**config.mk**
```make
export PLATFORM = sky130hd
export DESIGN_NAME = h_bridge_speed_to_pwm
export DESIGN_NICKNAME = d
export VERILOG_FILES = /design/src/rtl/hbs_pkg.sv /design/src/rtl/hbs_ctrl.sv /design/src/rtl/hbs_dpath.sv /design/src/rtl/h_bridge_speed_to_pwm.sv
export SDC_FILE = /design/constraint.sdc
export NUM_CORES = 2
export LEC_CHECK = 0
export BUFFER_PORTS_ARGS = -buffer_cell sky130_fd_sc_hd__buf_2
export CAP_MARGIN = 0
export CELL_PAD_IN_SITES_DETAIL_PLACEMENT = 1
export CELL_PAD_IN_SITES_GLOBAL_PLACEMENT = 1
export CORE_AREA = 10 10 306 308
export CTS_CLUSTER_DIAMETER = 40
export DETAILED_ROUTE_END_ITERATION = 6
export DIE_AREA = 0 0 316 318
export GPL_TIMING_DRIVEN = 0
export PLACE_DENSITY = 0.74
export REMOVE_ABC_BUFFERS = 1
export SYNTH_ARGS = -nofsm -noshare
export SYNTH_HDL_FRONTEND = slang
export SYNTH_SLANG_ARGS = --single-unit
```
**constraint.sdc**
```tcl
create_clock -name clk -period 10.6 [get_ports clk]
set_clock_uncertainty 0.15 [all_clocks]
set_input_delay 1.59 -clock clk [delete_from_list [all_inputs] [get_ports clk]]
set_output_delay 1.59 -clock clk [all_outputs]
set_load 0.02 [all_outputs]
```
**src/rtl/hbs_pkg.sv**
```systemverilog
// ----------------------------------------------------------------------------
// hbs_pkg
// shared types, codes and constants of the h-bridge speed to pwm block
// ----------------------------------------------------------------------------
package hbs_pkg;

    // motor count, 1 to 4
    localparam int MOTORS = 2;

    localparam int FUNC_W   = 3;
    localparam int MOTOR_W  = 2;
    localparam int SPEED_W  = 16;
    localparam int CMP_W    = 16;
    localparam int PCT_W    = 7;
    localparam int MASK_W   = 4;
    localparam int CFG_IDX_W  = 3;
    localparam int CFG_DATA_W = 16;
    localparam int MAG_W    = 10;

    localparam logic signed [SPEED_W-1:0] CLAMP_POS = 16'sd1000;
    localparam logic signed [SPEED_W-1:0] CLAMP_NEG = -16'sd1000;
    localparam logic [PCT_W-1:0] PCT_FULL = 7'd100;

    // period * pct, and the reciprocal multiply for / 100
    localparam int PROD1_W      = CMP_W + PCT_W;
    localparam int DIV100_SHIFT = 30;
    localparam int RECIP100_W   = 24;
    localparam logic [RECIP100_W-1:0] RECIP_100 =
        RECIP100_W'((64'd1 << DIV100_SHIFT) / 100);
    localparam int REM1_W = 8;

    // mag * span, and the reciprocal multiply for / 1000
    localparam int PROD2_W       = MAG_W + CMP_W;
    localparam int DIV1000_SHIFT = 36;
    localparam int RECIP1000_W   = 27;
    localparam logic [RECIP1000_W-1:0] RECIP_1000 =
        RECIP1000_W'((64'd1 << DIV1000_SHIFT) / 1000);
    localparam logic [PROD2_W-1:0] SPEED_FULL = PROD2_W'(1000);
    localparam int REM2_W = 11;

    localparam logic [CMP_W-1:0] PERIOD_RST = 16'd2559;

    typedef enum logic [FUNC_W-1:0] {
        FUNC_SET_SPEED  = 3'd0,
        FUNC_STOP_COAST = 3'd1,
        FUNC_STOP_BRAKE = 3'd2,
        FUNC_ESTOP      = 3'd3,
        FUNC_ENABLE     = 3'd4,
        FUNC_DISABLE    = 3'd5
    } func_t;

    typedef enum logic [CFG_IDX_W-1:0] {
        REG_PERIOD     = 3'd0,
        REG_CONFIGURED = 3'd1,
        REG_INVERT     = 3'd2,
        REG_MIN_DUTY_0 = 3'd3,
        REG_MIN_DUTY_1 = 3'd4,
        REG_MIN_DUTY_2 = 3'd5,
        REG_MIN_DUTY_3 = 3'd6
    } reg_idx_t;

    typedef enum logic [1:0] {
        EMIT_DRIVE = 2'd0,
        EMIT_COAST = 2'd1,
        EMIT_BRAKE = 2'd2
    } emit_kind_t;

    // controller to datapath
    typedef struct packed {
        logic       load;
        logic       do_mul1;
        logic       do_div1;
        logic       do_cor1;
        logic       do_mul2;
        logic       do_div2;
        logic       do_cor2;
        logic       emit;
        emit_kind_t emit_kind;
        logic       emit_scan;
        logic       emit_last;
        logic       scan_clr;
        logic       scan_inc;
    } cmd_t;

    // datapath to controller
    typedef struct packed {
        func_t func;
        logic  usable;
        logic  scan_usable;
        logic  scan_last;
        logic  scan_end;
        logic  out_free;
    } sts_t;

endpackage

```
**src/rtl/hbs_ctrl.sv**
```systemverilog
// ----------------------------------------------------------------------------
// hbs_ctrl
// sequencer: decodes each command word and steps the datapath
// ----------------------------------------------------------------------------
module hbs_ctrl (
    input  logic           clk,
    input  logic           rst_n,
    input  logic           in_valid,
    output logic           in_ready,
    input  hbs_pkg::sts_t  sts,
    output hbs_pkg::cmd_t  cmd
);
    import hbs_pkg::*;

    typedef enum logic [9:0] {
        ST_IDLE   = 10'b00_0000_0001,
        ST_DECODE = 10'b00_0000_0010,
        ST_MUL1   = 10'b00_0000_0100,
        ST_DIV1   = 10'b00_0000_1000,
        ST_COR1   = 10'b00_0001_0000,
        ST_MUL2   = 10'b00_0010_0000,
        ST_DIV2   = 10'b00_0100_0000,
        ST_COR2   = 10'b00_1000_0000,
        ST_EMIT   = 10'b01_0000_0000,
        ST_SCAN   = 10'b10_0000_0000
    } state_t;

    state_t     state_reg, state_next;
    logic       enabled_reg, enabled_next;
    logic       brake_reg, brake_next;
    emit_kind_t kind_reg, kind_next;

    always_ff @(posedge clk or negedge rst_n)
    begin
        if (!rst_n)
        begin
            state_reg   <= ST_IDLE;
            enabled_reg <= 1'b0;
            brake_reg   <= 1'b0;
            kind_reg    <= EMIT_DRIVE;
        end
        else
        begin
            state_reg   <= state_next;
            enabled_reg <= enabled_next;
            brake_reg   <= brake_next;
            kind_reg    <= kind_next;
        end
    end

    assign in_ready = (state_reg == ST_IDLE);

    always_comb
    begin
        state_next   = state_reg;
        enabled_next = enabled_reg;
        brake_next   = brake_reg;
        kind_next    = kind_reg;
        cmd          = '0;
        cmd.emit_kind = EMIT_DRIVE;
        case (state_reg)
            ST_IDLE:
            begin
                if (in_valid)
                begin
                    cmd.load   = 1'b1;
                    state_next = ST_DECODE;
                end
            end
            ST_DECODE:
            begin
                state_next = ST_IDLE;
                case (sts.func)
                    FUNC_SET_SPEED:
                    begin
                        if (sts.usable && enabled_reg)
                        begin
                            kind_next  = EMIT_DRIVE;
                            state_next = ST_MUL1;
                        end
                    end
                    FUNC_STOP_COAST:
                    begin
                        if (sts.usable)
                        begin
                            kind_next  = EMIT_COAST;
                            state_next = ST_EMIT;
                        end
                    end
                    FUNC_STOP_BRAKE:
                    begin
                        if (sts.usable)
                        begin
                            kind_next  = EMIT_BRAKE;
                            state_next = ST_EMIT;
                        end
                    end
                    FUNC_ESTOP:
                    begin
                        enabled_next = 1'b0;
                        brake_next   = 1'b1;
                        cmd.scan_clr = 1'b1;
                        state_next   = ST_SCAN;
                    end
                    FUNC_ENABLE:
                    begin
                        enabled_next = 1'b1;
                    end
                    FUNC_DISABLE:
                    begin
                        enabled_next = 1'b0;
                        brake_next   = 1'b0;
                        cmd.scan_clr = 1'b1;
                        state_next   = ST_SCAN;
                    end
                    default:
                    begin
                        state_next = ST_IDLE;
                    end
                endcase
            end
            ST_MUL1:
            begin
                cmd.do_mul1 = 1'b1;
                state_next  = ST_DIV1;
            end
            ST_DIV1:
            begin
                cmd.do_div1 = 1'b1;
                state_next  = ST_COR1;
            end
            ST_COR1:
            begin
                cmd.do_cor1 = 1'b1;
                state_next  = ST_MUL2;
            end
            ST_MUL2:
            begin
                cmd.do_mul2 = 1'b1;
                state_next  = ST_DIV2;
            end
            ST_DIV2:
            begin
                cmd.do_div2 = 1'b1;
                state_next  = ST_COR2;
            end
            ST_COR2:
            begin
                cmd.do_cor2 = 1'b1;
                state_next  = ST_EMIT;
            end
            ST_EMIT:
            begin
                if (sts.out_free)
                begin
                    cmd.emit      = 1'b1;
                    cmd.emit_kind = kind_reg;
                    cmd.emit_last = 1'b1;
                    state_next    = ST_IDLE;
                end
            end
            ST_SCAN:
            begin
                if (sts.scan_usable)
                begin
                    if (sts.out_free)
                    begin
                        cmd.emit      = 1'b1;
                        cmd.emit_kind = brake_reg ? EMIT_BRAKE : EMIT_COAST;
                        cmd.emit_scan = 1'b1;
                        cmd.emit_last = sts.scan_last;
                        if (sts.scan_last)
                            state_next = ST_IDLE;
                        else
                            cmd.scan_inc = 1'b1;
                    end
                end
                else if (sts.scan_end)
                    state_next = ST_IDLE;
                else
                    cmd.scan_inc = 1'b1;
            end
            default:
            begin
                state_next = ST_IDLE;
            end
        endcase
    end

`ifndef ASSERT_OFF
    // never overwrite a result word that has not been taken
    a_emit_free: assert property (@(posedge clk) disable iff (!rst_n)
        cmd.emit |-> sts.out_free)
        else $error("emit while result register busy");

    a_accept_decode: assert property (@(posedge clk) disable iff (!rst_n)
        (in_valid && in_ready) |=> (state_reg == ST_DECODE))
        else $error("accepted word not decoded");

    a_estop_disables: assert property (@(posedge clk) disable iff (!rst_n)
        (state_reg == ST_DECODE && sts.func == FUNC_ESTOP) |=> !enabled_reg)
        else $error("emergency stop left motors enabled");

    a_scan_usable: assert property (@(posedge clk) disable iff (!rst_n)
        (state_reg == ST_SCAN && cmd.emit) |-> sts.scan_usable)
        else $error("broadcast emitted for unusable motor");
`endif

endmodule

```
**src/rtl/hbs_dpath.sv**
```systemverilog
// ----------------------------------------------------------------------------
// hbs_dpath
// config registers, duty arithmetic, broadcast counter and result register
// ----------------------------------------------------------------------------
module hbs_dpath (
    input  logic                             clk,
    input  logic                             rst_n,
    input  logic                             cfg_we,
    input  logic [hbs_pkg::CFG_IDX_W-1:0]    cfg_index,
    input  logic [hbs_pkg::CFG_DATA_W-1:0]   cfg_data,
    input  logic [hbs_pkg::FUNC_W-1:0]       func,
    input  logic [hbs_pkg::MOTOR_W-1:0]      motor,
    input  logic signed [hbs_pkg::SPEED_W-1:0] speed,
    output logic                             out_valid,
    input  logic                             out_ready,
    output logic [hbs_pkg::MOTOR_W-1:0]      motor_id,
    output logic [hbs_pkg::CMP_W-1:0]        in1_compare,
    output logic [hbs_pkg::CMP_W-1:0]        in2_compare,
    output logic                             last,
    input  hbs_pkg::cmd_t                    cmd,
    output hbs_pkg::sts_t                    sts
);
    import hbs_pkg::*;

    // configuration
    logic [CMP_W-1:0]  period_reg;
    logic [MASK_W-1:0] configured_reg;
    logic [MASK_W-1:0] invert_reg;
    logic [PCT_W-1:0]  min_duty_pct_reg [MASK_W];

    always_ff @(posedge clk or negedge rst_n)
    begin
        if (!rst_n)
        begin
            period_reg     <= PERIOD_RST;
            configured_reg <= '0;
            invert_reg     <= '0;
            for (int i = 0; i < MASK_W; i++)
                min_duty_pct_reg[i] <= '0;
        end
        else if (cfg_we)
        begin
            case (reg_idx_t'(cfg_index))
                REG_PERIOD:     period_reg          <= cfg_data[CMP_W-1:0];
                REG_CONFIGURED: configured_reg      <= cfg_data[MASK_W-1:0];
                REG_INVERT:     invert_reg          <= cfg_data[MASK_W-1:0];
                REG_MIN_DUTY_0: min_duty_pct_reg[0] <= cfg_data[PCT_W-1:0];
                REG_MIN_DUTY_1: min_duty_pct_reg[1] <= cfg_data[PCT_W-1:0];
                REG_MIN_DUTY_2: min_duty_pct_reg[2] <= cfg_data[PCT_W-1:0];
                REG_MIN_DUTY_3: min_duty_pct_reg[3] <= cfg_data[PCT_W-1:0];
                default: ;
            endcase
        end
    end

    // motors that exist and are configured
    logic [MASK_W-1:0] usable_mask;
    always_comb
    begin
        for (int i = 0; i < MASK_W; i++)
            usable_mask[i] = configured_reg[i] && (i < MOTORS);
    end

    // latched command word and prepared operands
    func_t              func_reg;
    logic [MOTOR_W-1:0] motor_reg;
    logic [MAG_W-1:0]   mag_reg;
    logic               pos_reg;
    logic               neg_reg;
    logic [PCT_W-1:0]   pct_reg;

    logic signed [SPEED_W-1:0] clamped;
    logic signed [SPEED_W-1:0] directed;
    logic [SPEED_W-1:0]        abs_val;
    logic [PCT_W-1:0]          pct_raw;

    always_comb
    begin
        if (speed > CLAMP_POS)
            clamped = CLAMP_POS;
        else if (speed < CLAMP_NEG)
            clamped = CLAMP_NEG;
        else
            clamped = speed;
        directed = invert_reg[motor] ? -clamped : clamped;
        abs_val  = directed[SPEED_W-1] ? SPEED_W'(-directed) : SPEED_W'(directed);
        pct_raw  = min_duty_pct_reg[motor];
    end

    always_ff @(posedge clk)
    begin
        if (cmd.load)
        begin
            func_reg  <= func_t'(func);
            motor_reg <= motor;
            mag_reg   <= abs_val[MAG_W-1:0];
            pos_reg   <= (directed > 0);
            neg_reg   <= directed[SPEED_W-1];
            pct_reg   <= (pct_raw > PCT_FULL) ? PCT_FULL : pct_raw;
        end
    end

    // duty = min_duty + mag * (period - min_duty) / 1000
    // min_duty = period * pct / 100, both divides by reciprocal multiply
    logic [PROD1_W-1:0]  prod1_reg;
    logic [CMP_W-1:0]    q1_reg;
    logic [CMP_W-1:0]    min_duty_reg;
    logic [PROD2_W-1:0]  prod2_reg;
    logic [CMP_W-1:0]    q2_reg;
    logic [CMP_W-1:0]    duty_reg;

    logic [PROD1_W+RECIP100_W-1:0]  div1_full;
    logic [PROD1_W-1:0]             back1;
    logic [REM1_W-1:0]              rem1;
    logic [CMP_W-1:0]               span;
    logic [PROD2_W+RECIP1000_W-1:0] div2_full;
    logic [PROD2_W-1:0]             back2;
    logic [REM2_W-1:0]              rem2;
    logic [CMP_W:0]                 duty_sum;

    always_comb
    begin
        div1_full = (PROD1_W+RECIP100_W)'(prod1_reg) *
                    (PROD1_W+RECIP100_W)'(RECIP_100);
        back1     = PROD1_W'(q1_reg) * PROD1_W'(PCT_FULL);
        rem1      = REM1_W'(prod1_reg - back1);
        span      = period_reg - min_duty_reg;
        div2_full = (PROD2_W+RECIP1000_W)'(prod2_reg) *
                    (PROD2_W+RECIP1000_W)'(RECIP_1000);
        back2     = PROD2_W'(q2_reg) * SPEED_FULL;
        rem2      = REM2_W'(prod2_reg - back2);
        duty_sum  = (CMP_W+1)'(min_duty_reg) + (CMP_W+1)'(q2_reg)
                  + (CMP_W+1)'(rem2 >= REM2_W'(SPEED_FULL));
    end

    always_ff @(posedge clk)
    begin
        if (cmd.do_mul1)
            prod1_reg <= PROD1_W'(period_reg) * PROD1_W'(pct_reg);
        if (cmd.do_div1)
            q1_reg <= div1_full[DIV100_SHIFT +: CMP_W];
        if (cmd.do_cor1)
            min_duty_reg <= q1_reg + CMP_W'(rem1 >= REM1_W'(PCT_FULL));
        if (cmd.do_mul2)
            prod2_reg <= PROD2_W'(mag_reg) * PROD2_W'(span);
        if (cmd.do_div2)
            q2_reg <= div2_full[DIV1000_SHIFT +: CMP_W];
        if (cmd.do_cor2)
            duty_reg <= duty_sum[CMP_W-1:0];
    end

    // broadcast walk over the motors
    logic [MOTOR_W-1:0] scan_cnt_reg;
    logic [MASK_W-1:0]  above;

    always_ff @(posedge clk or negedge rst_n)
    begin
        if (!rst_n)
            scan_cnt_reg <= '0;
        else if (cmd.scan_clr)
            scan_cnt_reg <= '0;
        else if (cmd.scan_inc)
            scan_cnt_reg <= scan_cnt_reg + MOTOR_W'(1);
    end

    assign above = usable_mask >> scan_cnt_reg;

    // result register
    logic               out_valid_reg;
    logic [MOTOR_W-1:0] motor_id_reg;
    logic [CMP_W-1:0]   in1_reg, in1_next;
    logic [CMP_W-1:0]   in2_reg, in2_next;
    logic               last_reg;
    logic [CMP_W-1:0]   drive_low;

    assign drive_low = period_reg - duty_reg;

    always_comb
    begin
        in1_next = period_reg;
        in2_next = period_reg;
        case (cmd.emit_kind)
            EMIT_DRIVE:
            begin
                if (pos_reg)
                    in2_next = drive_low;
                else if (neg_reg)
                    in1_next = drive_low;
            end
            EMIT_COAST:
            begin
                in1_next = '0;
                in2_next = '0;
            end
            default: ;
        endcase
    end

    always_ff @(posedge clk or negedge rst_n)
    begin
        if (!rst_n)
            out_valid_reg <= 1'b0;
        else if (cmd.emit)
            out_valid_reg <= 1'b1;
        else if (out_ready)
            out_valid_reg <= 1'b0;
    end

    always_ff @(posedge clk)
    begin
        if (cmd.emit)
        begin
            motor_id_reg <= cmd.emit_scan ? scan_cnt_reg : motor_reg;
            in1_reg      <= in1_next;
            in2_reg      <= in2_next;
            last_reg     <= cmd.emit_last;
        end
    end

    assign out_valid   = out_valid_reg;
    assign motor_id    = motor_id_reg;
    assign in1_compare = in1_reg;
    assign in2_compare = in2_reg;
    assign last        = last_reg;

    always_comb
    begin
        sts.func        = func_reg;
        sts.usable      = usable_mask[motor_reg];
        sts.scan_usable = usable_mask[scan_cnt_reg];
        sts.scan_last   = (above[MASK_W-1:1] == '0);
        sts.scan_end    = (scan_cnt_reg == MOTOR_W'(MOTORS - 1));
        sts.out_free    = !out_valid_reg || out_ready;
    end

endmodule

```
**src/rtl/h_bridge_speed_to_pwm.sv**
```systemverilog
// ----------------------------------------------------------------------------
// h_bridge_speed_to_pwm
// motor command words mapped to the IN1 / IN2 compare values of an h-bridge
// ----------------------------------------------------------------------------
// Takes one command word at a time and returns zero or more result words,
// each carrying a motor index and the two compare values for its pwm pair;
// last marks the final result word of a command. A set speed word passes
// through decode, six register-to-register steps (period * percent,
// reciprocal divide by 100 with its correction, magnitude * span, reciprocal
// divide by 1000 with its correction) and the result load. Single-motor
// stops go from decode to the result load, enable and ignored words end
// after decode, and emergency stop or disable walk the broadcast counter
// over the motors one per cycle, held while a result waits for the result
// register, stopping at the last configured one. A stalled result register
// holds the block, since a new result waits for the old one to be taken;
// the input side reopens as soon as the last result is loaded.
// Config registers are written through cfg_we / cfg_index / cfg_data and
// should only change while the block is idle.
// ----------------------------------------------------------------------------
module h_bridge_speed_to_pwm (
    input  logic                               clk,
    input  logic                               rst_n,
    // config write port
    input  logic                               cfg_we,
    input  logic [hbs_pkg::CFG_IDX_W-1:0]      cfg_index,
    input  logic [hbs_pkg::CFG_DATA_W-1:0]     cfg_data,
    // command word
    input  logic                               in_valid,
    output logic                               in_ready,
    input  logic [hbs_pkg::FUNC_W-1:0]         func,
    input  logic [hbs_pkg::MOTOR_W-1:0]        motor,
    input  logic signed [hbs_pkg::SPEED_W-1:0] speed,
    // result word
    output logic                               out_valid,
    input  logic                               out_ready,
    output logic [hbs_pkg::MOTOR_W-1:0]        motor_id,
    output logic [hbs_pkg::CMP_W-1:0]          in1_compare,
    output logic [hbs_pkg::CMP_W-1:0]          in2_compare,
    output logic                               last
);
    import hbs_pkg::*;

    // sequencer commands and datapath status
    cmd_t cmd;
    sts_t sts;

    // state machine: decode, arithmetic steps, result load, broadcast walk
    hbs_ctrl u_ctrl (
        .clk      (clk),
        .rst_n    (rst_n),
        .in_valid (in_valid),
        .in_ready (in_ready),
        .sts      (sts),
        .cmd      (cmd)
    );

    // config registers, duty arithmetic and the result register
    hbs_dpath u_dpath (
        .clk         (clk),
        .rst_n       (rst_n),
        .cfg_we      (cfg_we),
        .cfg_index   (cfg_index),
        .cfg_data    (cfg_data),
        .func        (func),
        .motor       (motor),
        .speed       (speed),
        .out_valid   (out_valid),
        .out_ready   (out_ready),
        .motor_id    (motor_id),
        .in1_compare (in1_compare),
        .in2_compare (in2_compare),
        .last        (last),
        .cmd         (cmd),
        .sts         (sts)
    );

endmodule
```
# After elaboration in Yosys (flattened, before gate mapping)

Index checks and enable logic that the tools add are counted.

Memory bits (read-only): 0
Register bits after elaboration: 239
Bits in latches: 0
Input port bits: 45
Memory bits (writable): 0
Word-level logic and storage cells: 175
Memories kept: 0
Output and inout port bits: 37

Reductions and logical operators: 25
Order comparisons: 10
Bitwise logic cells: 1
Muxes and demuxes: 62
Eq/ne operators: 31
Shift-type cells: 1
Divide/modulo/power cells: 0
Add/subtract/negate cells: 10
Multiply operators: 6

Operators by type and width:

| cell                     | count |
|---|---|
| $pmux W10 S10            | 1 |
| $mux W16                 | 6 |
| $mux W10                 | 7 |
| $pmux W16 S2             | 2 |
| $mul A26 B25 Y50 const B | 1 |
| $mul A23 B23 Y45 const B | 1 |
| $add A16 B1 Y16          | 2 |
| $sub A16 B16 Y16         | 2 |
| $pmux W10 S3             | 1 |
| $mul A10 B16 Y26         | 1 |
| $mul A16 B7 Y23          | 1 |
| $mux W1                  | 22 |
| $reduce_and A2 Y1        | 9 |
| $add A16 B16 Y16         | 1 |
| $gt A16 B1 Y1 const B    | 1 |
| $gt A16 B11 Y1 const B   | 1 |
| $lt A16 B11 Y1 const B   | 1 |
| $mul A16 B5 Y6 const B   | 1 |
| $mul A16 B7 Y8 const B   | 1 |
| $neg A16 Y16             | 1 |
| $eq A3 B3 Y1 const B     | 5 |
| $bmux W7 S2              | 1 |
| $mux W2                  | 7 |
| $mux W7                  | 2 |
| 44 further kinds         | 68 |

# Logic depth before layout (Yosys ltp)

Depth in word-level cells: 8
Gate-level depth with buffers: 31
Gate-level depth less buffers: 31

# Hierarchy

A second synthesis with hierarchy kept.

Cells, all modules: 3863
Area total of the unflattened synthesis: 39646.8 um^2

By module, submodules not included:

| module    | times used | cells each | area each (um^2) | sequential area each (um^2) |
|---|---|---|---|---|
| hbs_dpath | 1          | 3747       | 38654.6          | 6503.7 |
| hbs_ctrl  | 1          | 116        | 992.2            | 351.6 |

# Worst setup path after synthesis

No wires, ideal clock.

Path type: register to register
Start point: reg u_dpath.period_reg[0]
End point: reg u_dpath.prod2_reg[22], data pin
Setup slack: 2934 ps
Setup time: 258 ps
Buffers on the path: 0
Arrival: 7258 ps
Required time: 10192 ps
Cell stages (with the launch flop): 32
Clock period less this slack: 7666 ps
Cell sequence: dfstp_2 -> inv_1 -> ha_1 -> fa_1 -> nor2b_1 -> o21ai_0 -> a21boi_0 -> o21ai_0 -> a21boi_0 -> o21ai_0 -> a21o_1 -> nand3b_1 -> xor2_1 -> nand2_1 -> fa_1 -> inv_1 -> fa_1 -> fa_1 -> fa_1 -> inv_1 -> fa_1 -> inv_1 -> ha_1 -> or4_1 -> nor2_1 -> a21oi_1 -> o21ai_0 -> o311ai_0 -> a31oi_1 -> o21bai_1 -> a21oi_1 -> xnor2_1

Cells in the longest elaborated chain, start to end: 2

Ends and longest elaborated chain:

| item                   | line             | source |
|---|---|---|
| start, declared        | hbs_dpath.sv:26  | `logic [CMP_W-1:0] period_reg;` |
| start signal, assigned | hbs_dpath.sv:44  | `REG_PERIOD: period_reg <= cfg_data[CMP_W-1:0];` |
| $sub A16 B16 Y16       | hbs_dpath.sv:127 | `span = period_reg - min_duty_reg;` |
| $mul A10 B16 Y26       | hbs_dpath.sv:145 | `prod2_reg <= PROD2_W'(mag_reg) * PROD2_W'(span);` |
| end signal, assigned   | hbs_dpath.sv:145 |  |
| end, declared          | hbs_dpath.sv:108 | `logic [PROD2_W-1:0] prod2_reg;` |

No other way between the ends.
A chain may end at the register's enable or synchronous reset.

# Worst setup path after layout

Same ends and word-level chain as after synthesis.

==> results.py <==
metrics = {
    "worst_setup_path": {
        "cp.arrival_ns": 9.64,
        "crit_required_ns": 10.77,
        "end_kind": "flip-flop",
        "crit_fanout": 10,
        "cpMostUsedCell": "fa_1",
        "slowest_stage": "xor2_1",
        "startpoint_type": "flip-flop",
        "max_stage_delay_ns": 0.87,
        "path_class": "flip-flop to flip-flop",
    },
    "synthesis": {
        "synth_ff_type": "edfxtp_1",
        "synth_edf_count": 172,
        "synth.area.top_cells": "fa_1, ha_1, edfxtp_1",
        "synthArstFlopShare_pct": 28.0,
        "synth_top_cell_area_share_pct": 29.2,
        "netlist_area_um2": 39200,
        "synth_seq_cells": 239,
        "yosys.area.top_type": "fa_1",
        "synth_cells": 3803,
        "seq_area_frac_synth_pct": 17.5,
        "ys_types": 82,
        "ys_warn_count": 0,
        "syn_area_per_cell_um2": 10.3,
    },
    "drt": {
        "wirelength_um": 102000,
        "firstDrtPassIters": 7,
        "wl_per_cell_um": 20.1,
        "via_count": 26900,
        "drc_errors": 0,
        "vias_per_cell": 5.30,
        "first_iter_violations": 1232,
        "ant_nets": 0,
    },
    "timing": {
        "rsz0062_at_grt": "false",
        "period_share_pct": 89.3,
        "hold_violations": 0,
        "min_period_ns": 9.47,
        "worst_pin_slew_ns": 1.34,
        "drv_slew": 0,
        "setup_violations": 0,
        "fmaxAchievable_mhz": 106,
        "fin_setup_tns_ns": 0,
        "relSlewSlack_pct": 10.5,
    },
    "clock_tree": {
        "clock-root-buffer": "clkbuf_16",
        "cts_tree": "done",
        "clk_path_buf_depth": 3,
        "cts_resized": 0,
        "numCtsBuffers": 42,
        "holdBufCountCts": 0,
        "clkLatencyLatePin_ns": 0.58,
        "cts_max_level": 2,
        "clock_sinks": 239,
        "cts_setup_buffers": 0,
        "clkSlewWorstSetupHoldPaths_ns": 0.06,
    },
    "global_route": {
        "overflow": 0,
        "grt_usage_pct": 20.9,
        "grt_max_degree": 68,
        "grt_pass1_wl_um": 167000,
        "antenna_found_initial": 1,
        "grt_pass1_vias": 30900,
    },
    "power": {
        "leakage_nw": 21.5,
        "vdd_drop_max_uv": 931,
        "power_density_nw_per_um2": 319,
        "p_total_mw": 13.5,
    },
    "floorplan": {
        "chipHeight_um": 318,
        "pin_count": 82,
        "start_util_pct": 44.6,
        "core_area_um2": 87700,
        "die_area_um2": 100000,
        "row_count": 109,
        "die_w_um": 316,
    },
    "cells_and_area": {
        "largest_register_ffs": 28,
        "final_util_pct": 48.4,
        "n_antenna_cell": 0,
        "area_growth_pct": 8.36,
        "multiInputGateArea_um2": 28800,
        "register_area_um2": 6860,
        "drive_gt1_share_pct": 6.95,
        "nFillCells": 9710,
        "layout.nets": 5213,
        "final_cells": 5081,
    },
    "run": {
        "maxCapViolations": 0,
    },
    "worst_hold_path": {
        "min_path_type": "flip-flop to flip-flop",
    },
    "placed_design": {
        "placed_cells": 5003,
        "hpwl_um": 82700,
        "io_buffers": 81,
        "gp_congestion": 0.903,
    },
    "outcome": {
        "outcome": "completed",
    },
}
==> final timing paths <==
kind                       slack (ns)                           to                         from  depth (start not counted)
setup / recovery                 1.13        u_dpath.prod2_reg[22]        u_dpath.period_reg[0]                         29
hold / removal                   0.35  u_dpath.min_duty_pct_reg[9]  u_dpath.min_duty_pct_reg[9]                          1
setup reg to reg                 1.13        u_dpath.prod2_reg[22]        u_dpath.period_reg[0]                         29
hold reg to reg                  0.35  u_dpath.min_duty_pct_reg[9]  u_dpath.min_duty_pct_reg[9]                          1
max in group asynchronous        8.75       u_dpath.period_reg[13]                        rst_n                          1
min in group asynchronous        0.98      u_dpath.scan_cnt_reg[1]                        rst_n                          1
==> layout make-up <==
type / count / area share, %
Clock buffer: 47 / 2.52
Clock inverter: 31 / 0.985
Inverter: 892 / 7.89
Multi-Input combinational cell: 2616 / 67.9
Sequential cell: 239 / 16.2
Tap cell: 1165 / 3.44
Timing Repair Buffer: 91 / 1.16
==> layer usage <==
| layer | vias up | share of wire [%] | track usage, % |
|---|---|---|---|
| met5 | - | 0.013 | 0 |
| met4 | 2 | 3.0 | 5.84 |
| met3 | 161 | 4.4 | 3.37 |
| met2 | 460 | 50 | 36.1 |
| met1 | 13800 | 43 | 26.6 |
| li1 | 12500 | - | - |
==> synthesized netlist by cell type (9+ instances only) <==
library cell    n
nand2b_1       22
nand2_1       250
or2_2          12
o21bai_1       14
a21oi_1       109
nor2b_1        35
nand4_1        20
dfrtp_1        56
o21a_1         20
a21boi_0        9
ha_1          714
a211oi_1        9
xnor2_1       111
clkbuf_1       50
and2_1        110
a22o_1         25
a31oi_1        17
nor3b_1        14
inv_1         892
mux2_2         49
dfstp_2        11
fa_1          572
o21ai_0        81
a21o_1         43
and3_1         12
xor2_1         49
nor2_1        110
nand3_1        42
nor3_1         37
edfxtp_1      172
==> metrics by stage <==
step	hold WS, ns	setup slack (ns)	instance area [um2]
finish	0.354	1.13	42400
global route	0.368	0.529	42400
CTS	0.357	1.18	42400
detailed placement	0.344	1.18	40900
global placement	0.333	1.38	40800
floorplan	0.324	2.93	38900
==> where the power goes <==
part | internal, mW | switching (mW)
Combinational | 4.45 | 5.75
Clock | 0.897 | 0.537
Sequential | 1.68 | 0.209
==> cell families after synthesis <==
kind of cell,Yosys count,share of synthesized area (%)
AOI/OAI and AO/OA,402,6.85
adders and majority gates,1286,52.1
and+or+nand+nor,704,8.88
xor gates and xnor gates,160,3.58
muxes,64,2.02
buffers and inverters,948,9.10
DFF,239,17.5
==> worst max-delay path: cells and delay by family (launching register included) <==
kind	cells	cell delay, ns
buffers and inverters	4	0.40
AO/OA/AOI/OAI	11	2.45
AND/OR/NAND/NOR	4	0.96
adder cells (fa/ha/maj)	8	3.65
XOR/XNOR	2	0.96
flip-flops	1	0.66
==> placed cells by master, fill, tap and decap left out, drive strengths merged, types with 11 or more instances in the layout <==
| cell type | count |
|---|---|
| ha | 714 |
| a31oi | 18 |
| nand2 | 250 |
| or2 | 12 |
| a21o | 43 |
| fa | 572 |
| dfstp | 11 |
| nand2b | 22 |
| mux2 | 49 |
| nor2 | 110 |
| nor3 | 37 |
| nor2b | 35 |
| o21bai | 14 |
| a22o | 25 |
| o21ai | 85 |
| dfrtp | 56 |
| xor2 | 49 |
| and3 | 12 |
| clkbuf | 47 |
| o21a | 20 |
| clkinv | 13 |
| edfxtp | 172 |
| nand4 | 20 |
| a21oi | 111 |
| buf | 91 |
| xnor2 | 111 |
| nand3 | 42 |
| inv | 902 |
| and2 | 110 |
| nor3b | 14 |
Power figures use the tool's default switching activity.
